<file path="src/hw/rtl/lpsc_pkg.sv">
// ----------------------------------------------------------------------------
// lpsc_pkg : shared types and constants for the LRU page-slot cache
// Slot count, derived widths, request modes and sequencer states.
// ----------------------------------------------------------------------------
package lpsc_pkg;

  localparam int NUM_SLOTS = 16;
  localparam int IDX_W     = (NUM_SLOTS > 1) ? $clog2(NUM_SLOTS) : 1;
  localparam int CNT_W     = $clog2(NUM_SLOTS + 1);
  localparam int KEY_W     = 64;
  localparam int SLOT_W    = 4;

  // s_tdata : key [63:0], slot_in [67:64], zero pad to 72 bits
  localparam int S_DATA_W  = 72;
  // m_tdata : hit [0], slot_out [4:1], status [5], zero pad to 8 bits
  localparam int M_DATA_W  = 8;

  typedef enum logic [1:0] {
    MODE_LOOKUP = 2'd0,
    MODE_ALLOC  = 2'd1,
    MODE_UNPIN  = 2'd2,
    MODE_NONE   = 2'd3
  } mode_t;

  typedef enum logic [2:0] {
    S_IDLE,
    S_SCAN,
    S_DRAIN,
    S_UPDATE,
    S_RESULT
  } state_t;

endpackage

</file>
<file path="src/hw/rtl/lpsc_ram.sv">
// ----------------------------------------------------------------------------
// lpsc_ram : generic single-write, single-read RAM
// One write port, one read port with registered read data.
// ----------------------------------------------------------------------------
module lpsc_ram #(
  parameter int WIDTH = 64,
  parameter int DEPTH = 16
) (
  input  logic                                   clk,
  input  logic                                   we,
  input  logic [((DEPTH > 1) ? $clog2(DEPTH) : 1)-1:0] waddr,
  input  logic [WIDTH-1:0]                       wdata,
  input  logic [((DEPTH > 1) ? $clog2(DEPTH) : 1)-1:0] raddr,
  output logic [WIDTH-1:0]                       rdata
);

  logic [WIDTH-1:0] mem [DEPTH];

  always_ff @(posedge clk) begin
    if (we) begin
      mem[waddr] <= wdata;
    end
    rdata <= mem[raddr];
  end

endmodule

</file>
<file path="src/hw/rtl/lru_page_slot_cache_core.sv">
// ----------------------------------------------------------------------------
// lru_page_slot_cache_core : fully associative page-slot directory, LRU + pins
// Maps 64-bit keys to slots; lookup, allocate (with eviction) and unpin.
// ----------------------------------------------------------------------------
// Usage
//   Slave stream carries one request: s_tuser = mode (lookup, allocate,
//   unpin), s_tdata = key and slot_in. Master stream returns one result per
//   request: hit, slot_out, status in m_tdata.
//   One request at a time; s_tready is high only between requests.
//   Lookup and allocate with every slot used walk all NUM_SLOTS slots through
//   one shared key/rank comparator, one slot a cycle, behind the registered
//   read of the key RAM, then the drain and update states lead to the result
//   state. Allocate of a never-used slot skips the scan and goes to update;
//   unpin and unused mode go straight to the result state.
//   Result sits in an output register; if the receiver stalls, the finished
//   request waits in the sequencer until the register frees up.
//   Reset clears valid bits, pins, ranks and the fill count;
//   the key RAM is not cleared, an entry is only compared once it is valid.
// ----------------------------------------------------------------------------
module lru_page_slot_cache_core (
  input  logic                          clk,
  input  logic                          rst,
  input  logic                          s_tvalid,
  output logic                          s_tready,
  input  logic [lpsc_pkg::S_DATA_W-1:0] s_tdata,   // key, slot_in, pad
  input  logic [1:0]                    s_tuser,   // mode
  output logic                          m_tvalid,
  input  logic                          m_tready,
  output logic [lpsc_pkg::M_DATA_W-1:0] m_tdata    // hit, slot_out, status, pad
);

  import lpsc_pkg::*;

  state_t              state, state_next;
  logic [IDX_W-1:0]    cnt;
  logic                e_vld;
  logic [IDX_W-1:0]    e_idx;
  mode_t               req_mode;
  logic [KEY_W-1:0]    req_key;
  logic                sel_vld;
  logic [IDX_W-1:0]    best;
  logic [IDX_W-1:0]    best_rank;
  logic                fresh;
  logic                res_hit;
  logic [SLOT_W-1:0]   res_slot;
  logic                res_status;
  logic                out_hit;
  logic [SLOT_W-1:0]   out_slot;
  logic                out_status;
  logic [NUM_SLOTS-1:0] slot_valid;
  logic [NUM_SLOTS-1:0] slot_pinned;
  logic [IDX_W-1:0]    rank [NUM_SLOTS];
  logic [CNT_W-1:0]    slots_used;

  logic                accept;
  logic                ram_we;
  logic [KEY_W-1:0]    rd_key;
  logic                cand;
  logic                full;
  logic                out_free;
  logic                do_update;
  logic [CNT_W-1:0]    used_after;
  mode_t               in_mode;
  logic [KEY_W-1:0]    in_key;
  logic [SLOT_W-1:0]   in_slot;

  assign in_mode  = mode_t'(s_tuser);
  assign in_key   = s_tdata[KEY_W-1:0];
  assign in_slot  = s_tdata[KEY_W+SLOT_W-1:KEY_W];
  assign accept   = s_tvalid && s_tready;
  assign full     = (slots_used == CNT_W'(NUM_SLOTS));
  assign out_free = !m_tvalid || m_tready;
  assign do_update = (state == S_UPDATE) && sel_vld &&
                     ((req_mode == MODE_LOOKUP) || (req_mode == MODE_ALLOC));
  assign used_after = slots_used + CNT_W'(fresh);

  lpsc_ram #(
    .WIDTH (KEY_W),
    .DEPTH (NUM_SLOTS)
  ) u_key_ram (
    .clk   (clk),
    .we    (ram_we),
    .waddr (best),
    .wdata (req_key),
    .raddr (cnt),
    .rdata (rd_key)
  );

  // shared compare unit: one slot per cycle
  always_comb begin
    if (req_mode == MODE_LOOKUP) begin
      cand = slot_valid[e_idx] && (rd_key == req_key) &&
             (!sel_vld || (rank[e_idx] < best_rank));
    end else begin
      cand = !slot_pinned[e_idx] && (!sel_vld || (rank[e_idx] > best_rank));
    end
  end

  // next state
  always_comb begin
    state_next = state;
    unique case (state)
      S_IDLE: begin
        if (accept) begin
          if (in_mode == MODE_LOOKUP) begin
            state_next = S_SCAN;
          end else if (in_mode == MODE_ALLOC) begin
            state_next = full ? S_SCAN : S_UPDATE;
          end else begin
            state_next = S_RESULT;
          end
        end
      end
      S_SCAN: begin
        if (cnt == IDX_W'(NUM_SLOTS - 1)) begin
          state_next = S_DRAIN;
        end
      end
      S_DRAIN:  state_next = S_UPDATE;
      S_UPDATE: state_next = S_RESULT;
      S_RESULT: begin
        if (out_free) begin
          state_next = S_IDLE;
        end
      end
      default:  state_next = S_IDLE;
    endcase
  end

  // outputs of the sequencer
  always_comb begin
    s_tready = 1'b0;
    ram_we   = 1'b0;
    unique case (state)
      S_IDLE:   s_tready = 1'b1;
      S_UPDATE: ram_we   = sel_vld && (req_mode == MODE_ALLOC);
      default: begin
        s_tready = 1'b0;
        ram_we   = 1'b0;
      end
    endcase
  end

  always_ff @(posedge clk) begin
    if (rst) begin
      state <= S_IDLE;
    end else begin
      state <= state_next;
    end
  end

  // scan counter and compare stage
  always_ff @(posedge clk) begin
    if (rst) begin
      cnt   <= '0;
      e_vld <= 1'b0;
    end else begin
      e_vld <= (state == S_SCAN);
      if (state == S_SCAN) begin
        cnt <= cnt + IDX_W'(1);
      end else begin
        cnt <= '0;
      end
    end
  end

  always_ff @(posedge clk) begin
    e_idx <= cnt;
  end

  // request and selection registers
  always_ff @(posedge clk) begin
    if (rst) begin
      sel_vld <= 1'b0;
      fresh   <= 1'b0;
    end else if (accept) begin
      req_mode <= in_mode;
      req_key  <= in_key;
      fresh    <= (in_mode == MODE_ALLOC) && !full;
      sel_vld  <= (in_mode == MODE_ALLOC) && !full;
      best      <= IDX_W'(slots_used);
      best_rank <= IDX_W'(slots_used);
    end else if (e_vld && cand) begin
      sel_vld   <= 1'b1;
      best      <= e_idx;
      best_rank <= rank[e_idx];
    end
  end

  always_ff @(posedge clk) begin
    if (accept) begin
      res_hit    <= 1'b0;
      res_status <= 1'b0;
      res_slot   <= (in_mode == MODE_UNPIN) ? in_slot : '0;
    end else if (state == S_UPDATE) begin
      res_hit    <= sel_vld && (req_mode == MODE_LOOKUP);
      res_status <= !sel_vld && (req_mode == MODE_ALLOC);
      res_slot   <= sel_vld ? SLOT_W'(best) : '0;
    end
  end

  // directory state
  always_ff @(posedge clk) begin
    if (rst) begin
      slot_valid  <= '0;
      slot_pinned <= '0;
      slots_used  <= '0;
      for (int i = 0; i < NUM_SLOTS; i++) begin
        rank[i] <= '0;
      end
    end else begin
      if (accept && (in_mode == MODE_UNPIN) && (32'(in_slot) < NUM_SLOTS)) begin
        slot_pinned[IDX_W'(in_slot)] <= 1'b0;
      end
      if (do_update) begin
        // move to front: every used slot more recent than the chosen one ages
        for (int i = 0; i < NUM_SLOTS; i++) begin
          if (IDX_W'(i) == best) begin
            rank[i] <= '0;
          end else if ((CNT_W'(i) < used_after) && (rank[i] < best_rank)) begin
            rank[i] <= rank[i] + IDX_W'(1);
          end
        end
        if (req_mode == MODE_ALLOC) begin
          slot_valid[best]  <= 1'b1;
          slot_pinned[best] <= 1'b1;
          slots_used        <= used_after;
        end
      end
    end
  end

  // output register
  always_ff @(posedge clk) begin
    if (rst) begin
      m_tvalid <= 1'b0;
    end else if ((state == S_RESULT) && out_free) begin
      m_tvalid <= 1'b1;
    end else if (m_tready) begin
      m_tvalid <= 1'b0;
    end
  end

  always_ff @(posedge clk) begin
    if ((state == S_RESULT) && out_free) begin
      out_hit    <= res_hit;
      out_slot   <= res_slot;
      out_status <= res_status;
    end
  end

  assign m_tdata = {(M_DATA_W - SLOT_W - 2)'(0), out_status, out_slot, out_hit};

`ifndef NO_ASSERTIONS
  a_busy_after_accept: assert property (@(posedge clk) disable iff (rst)
    accept |=> !s_tready)
    else $error("request taken while previous one in flight");

  a_valid_count: assert property (@(posedge clk) disable iff (rst)
    $countones(slot_valid) == 32'(slots_used))
    else $error("valid slots disagree with fill count");

  a_err_all_pinned: assert property (@(posedge clk) disable iff (rst)
    (state == S_RESULT) && res_status |-> (&slot_pinned) && full)
    else $error("allocate error with an unpinned slot present");

  a_hit_is_valid: assert property (@(posedge clk) disable iff (rst)
    (state == S_UPDATE) && sel_vld && (req_mode == MODE_LOOKUP) |-> slot_valid[best])
    else $error("lookup hit on an invalid slot");
`endif

endmodule
</file>
<file path="config.mk">
export PLATFORM = sky130hd
export DESIGN_NAME = lru_page_slot_cache_core
export DESIGN_NICKNAME = d
export VERILOG_FILES = /design/src/hw/rtl/lpsc_pkg.sv /design/src/hw/rtl/lpsc_ram.sv /design/src/hw/rtl/lru_page_slot_cache_core.sv
export SDC_FILE = /design/constraint.sdc
export NUM_CORES = 2
export LEC_CHECK = 0
export BUFFER_PORTS_ARGS = -buffer_cell sky130_fd_sc_hd__buf_2
export CORE_AREA = 4 4 291 293
export CTS_BUF_LIST = sky130_fd_sc_hd__clkbuf_4 sky130_fd_sc_hd__clkbuf_8 sky130_fd_sc_hd__clkbuf_16
export DETAILED_ROUTE_END_ITERATION = 16
export DIE_AREA = 0 0 295 297
export HOLD_SLACK_MARGIN = 0.06
export PLACE_DENSITY = 0.83
export SYNTH_ARGS = -nofsm -noshare
export SYNTH_HDL_FRONTEND = slang
export SYNTH_HIERARCHICAL = 1
export SYNTH_SLANG_ARGS = --single-unit
export TNS_END_PERCENT = 50
</file>
<file path="constraint.sdc">
create_clock -name clk -period 8.95 [get_ports clk]
set_input_delay 0 -clock clk [delete_from_list [all_inputs] [get_ports clk]]
set_output_delay 0 -clock clk [all_outputs]
set_load 0.005 [all_outputs]
</file>
==> flow_metrics.tcl <==
set metrics [dict create \
    cts_inserted_buffers 119 \
    vias 27740 \
    dp_hpwl_mm 61.11 \
    finalCritPeriodShare_pct 54.03 \
    final_common_cell "edfxtp_1" \
    ys_warn_count 6 \
    cp_slowest_cell "mux4_1" \
    critPathBufInv 1 \
    fin_nets 3019 \
    cts_resized 0 \
    worst_slew_pin_slew_ns 1.231 \
    cpLargestDelayFamily "simple AND/OR/NAND/NOR gates" \
    crit_path_cell_trace "buf_4, mux4_1, mux4_2, ha_1, nand2_1, o2111ai_1, nor4_1, nor4b_1, nand4_1, a211oi_2" \
    cts.sinks 1290 \
    cts_max_path_buffers 3 \
    hold_path_depth 2 \
    cts_tree "yes" \
    syn_area_per_cell_sq_um 19.35 \
    ios 88 \
    final.setup_skew_ns 0.07338 \
    fin_ws_ns 4.114 \
    synth_edf_count 1172 \
    rows 105 \
    rsz0062_at_grt "false" \
    cts.htree.levels 3 \
    max_freq_mhz 206.8 \
    via_per_inst 6.857 \
    max_stage_delay_ns 0.67 \
    synthFlopType "edfxtp_1" \
    synth_async_sr_flop_share_pct 0 \
    syn-cell-area_sq_um 50630 \
    wl_mm 128.0 \
    cts_root_buffer "clkbuf_16" \
    fp.dieW_um 295 \
    endpoint_kind "flop" \
    grt_usage_pct 29.62 \
    crit_path_max_fanout 25 \
    clk_pin_slew_ns 0.06 \
    wl_per_cell_um 31.64 \
    synth.distinct_cells 71 \
    die_area_sq_um 87620 \
    r2r-start "e_idx[0]" \
    fin_tns_setup_ns 0 \
    grt_max_degree 154 \
    finalHoldViolCount 0 \
    powerDensity_nw_per_um2 238.4 \
    rrSetupSlack_ns 4.11 \
    worst_setup_path_start_kind "flop" \
    worst_hold_path_type "in2reg" \
    slew_violations 0 \
    drive_above_1_share_pct 21.76 \
    die_h_um 297 \
    synth_cells 2617 \
    ant_nets 0 \
    grt_first_pass_wirelength_mm 190.3 \
    ys_seq_area_share_pct 74.18 \
    reg2reg_depth 10 \
    relSlewSlack_pct 17.94 \
    rr_endpoint "best_rank[1]" \
    finalCriticalPeriod_ns 4.836 \
    whs_endpoint "req_key[56]" \
    area_growth_syn_to_layout_pct 13.73 \
    start_util_pct 61.86 \
    worstSetupPathType "reg2reg" \
    ir_worst_vdd_v 0.0002170 \
    antenna_found_initial 4 \
    drc_errors 0 \
    setup_viol_count_final 0 \
    max_cap_viol_count 0 \
    hp-start "s_tdata[56]" \
    gp_congestion 0.8469 \
    p_leak_nw 18.69 \
    post-place-ws_ns 4.396 \
    overflow 0 \
    clk_latency_ns 0.72 \
    status "completed" \
    grt_pass1_vias 28640 \
    core_sq_um 81850 \
    ys_ff_latch 1290 \
    firstDrtPassIters 7 \
    cp_data_required_time_ns 9.23 \
    first_iter_violations 3722 \
    worstPathArrival_ns 5.12 \
    final_cell_mix "edfxtp_1 (1172), mux4_2 (272), nand2_1 (136)" \
    placement.io_buffers 81 \
]
-- registers in the layout, indices dropped and copies added (netlist names), 2 cells and up --
signal           flops
best                 4
best_rank            4
cnt                  4
e_idx                4
out_slot             4
rank                64
req_key             64
req_mode             2
res_slot             4
slot_pinned         16
slot_valid          16
slots_used           5
state                3
u_key_ram/mem     1024
u_key_ram/rdata     64
-- power breakdown --
group | switching [W] | leakage (nW) | internal (W) | total [W]
Combinational | 0.000637 | 5.01 | 0.000611 | 0.00125
Clock | 0.00227 | 2.06 | 0.00300 | 0.00528
Sequential | 0.000322 | 11.6 | 0.00688 | 0.00720
Total | 0.00323 | 18.7 | 0.0105 | 0.0137
-- worst max path at each step --
stage / cells after the start / end / slack (ns) / start
final: 10 / best_rank[1] / 4.11 / e_idx[0]
after global routing: 10 / best[2] / 4.07 / e_idx[0]
after CTS: 10 / best_rank[0] / 4.23 / e_idx[0]
after detailed placement: 7 / u_key_ram/mem[1][21] / 4.40 / sel_vld
after global placement: 7 / u_key_ram/mem[2][21] / 4.49 / sel_vld
after floorplan: 7 / u_key_ram/mem[0][0] / 2.13 / req_mode[1]
-- through the flow --
step	instance area [sq um]	hold WS, ns	cells	total power (W)	utilization, %
finish	57590	0.1053	4045	0.01373	70.36
detailed placement	52150	0.1783	3687	0.008490	63.72
floorplan	50630	0.09887	2618	0.008143	-
CTS	57580	0.06171	4044	0.01371	70.35
global route	57580	0.07545	4044	0.01417	70.35
global placement	52150	0.1764	3687	0.008417	63.72
-- metal layers --
layer  global-route usage (%)  up-vias  wire length, um  part of all wire [%]
met5                        0        -               14                 0.011
met4                    12.34        2             6428                   5.0
met3                    5.831      444            14080                    11
met2                    49.21     2060            64400                    50
met1                    38.92    14150            43060                    34
li1                         -    11080                -                     -
-- synthesized netlist by cell type, types with 2 or more instances --
cell / n / area (sq um)
nor4_1: 8 / 50.05
a22oi_1: 129 / 968.4
inv_1: 32 / 120.1
a32o_1: 4 / 40.04
clkbuf_8: 2 / 27.53
or2_2: 4 / 25.02
a21o_1: 16 / 120.1
nor4b_1: 3 / 26.28
and2_1: 5 / 31.28
nor2_1: 139 / 521.8
edfxtp_1: 1172 / 35190
nor2b_1: 12 / 75.07
clkbuf_1: 52 / 195.2
mux2i_1: 6 / 60.06
a21oi_1: 67 / 335.3
or3_1: 3 / 18.77
dfxtp_1: 118 / 2362
mux4_2: 272 / 6126
xor2_1: 37 / 324.1
nand2_1: 136 / 510.5
buf_1: 13 / 48.80
o22ai_1: 6 / 37.54
o22a_1: 2 / 17.52
mux2_2: 2 / 22.52
a221o_1: 3 / 30.03
nand2b_1: 34 / 212.7
nand4_1: 16 / 100.1
buf_4: 15 / 112.6
o2111ai_1: 4 / 35.03
and3_1: 3 / 18.77
nand3_1: 25 / 125.1
mux4_1: 12 / 315.3
buf_6: 17 / 191.4
a21boi_0: 2 / 15.01
o21ai_0: 36 / 180.2
xnor2_1: 58 / 508.0
buf_2: 19 / 95.09
nand3b_1: 5 / 37.54
nor3_1: 22 / 110.1
a2111o_1: 2 / 22.52
a211o_1: 4 / 35.03
ha_1: 71 / 888.4
-- timing repair --
action,4_1_cts,5_1_grt
endpoints found under the setup margin,0,0
buffers inserted,0,0
hold endpoints to repair,123,0
hold buffers,132,0
-- worst register-to-register path, delay by kind of cell (launching register included) --
kind                     cells  cell delay (ns)
buffers and inverters        1             0.42
adder cells (fa/ha/maj)      1             0.23
AO/OA/AOI/OAI                2             0.80
AND/OR/NAND/NOR              4             1.52
flip-flops                   1             0.30
multiplexers                 2             1.21
-- kinds of logic (layout without fill, tap and decap cells) --
| family | count (synthesis) | in the layout | synth area share (%) |
|---|---|---|---|
| simple gates | 427 | 427 | 3.961 |
| other cells | 1 | 3 | 0.007407 |
| compound gates | 287 | 287 | 3.905 |
| buf+inv | 153 | 509 | 1.638 |
| mux | 293 | 293 | 12.91 |
| fa+ha+maj | 71 | 71 | 1.755 |
| xor+xnor | 95 | 95 | 1.643 |
| flops | 1290 | 1290 | 74.18 |
-- final cells by class --
| class | instances | area, sq um |
|---|---|---|
| Antenna cell | 1 | 2.502 |
| Fill cell | 4605 | 24260 |
| Inverter | 32 | 120.1 |
| Clock inverter | 57 | 605.6 |
| Tap cell | 1070 | 1339 |
| Timing Repair Buffer | 252 | 2057 |
| Multi-Input combinational cell | 1175 | 12390 |
| Clock buffer | 168 | 3506 |
| Sequential cell | 1290 | 37560 |
(Power assumes the default switching activity.)
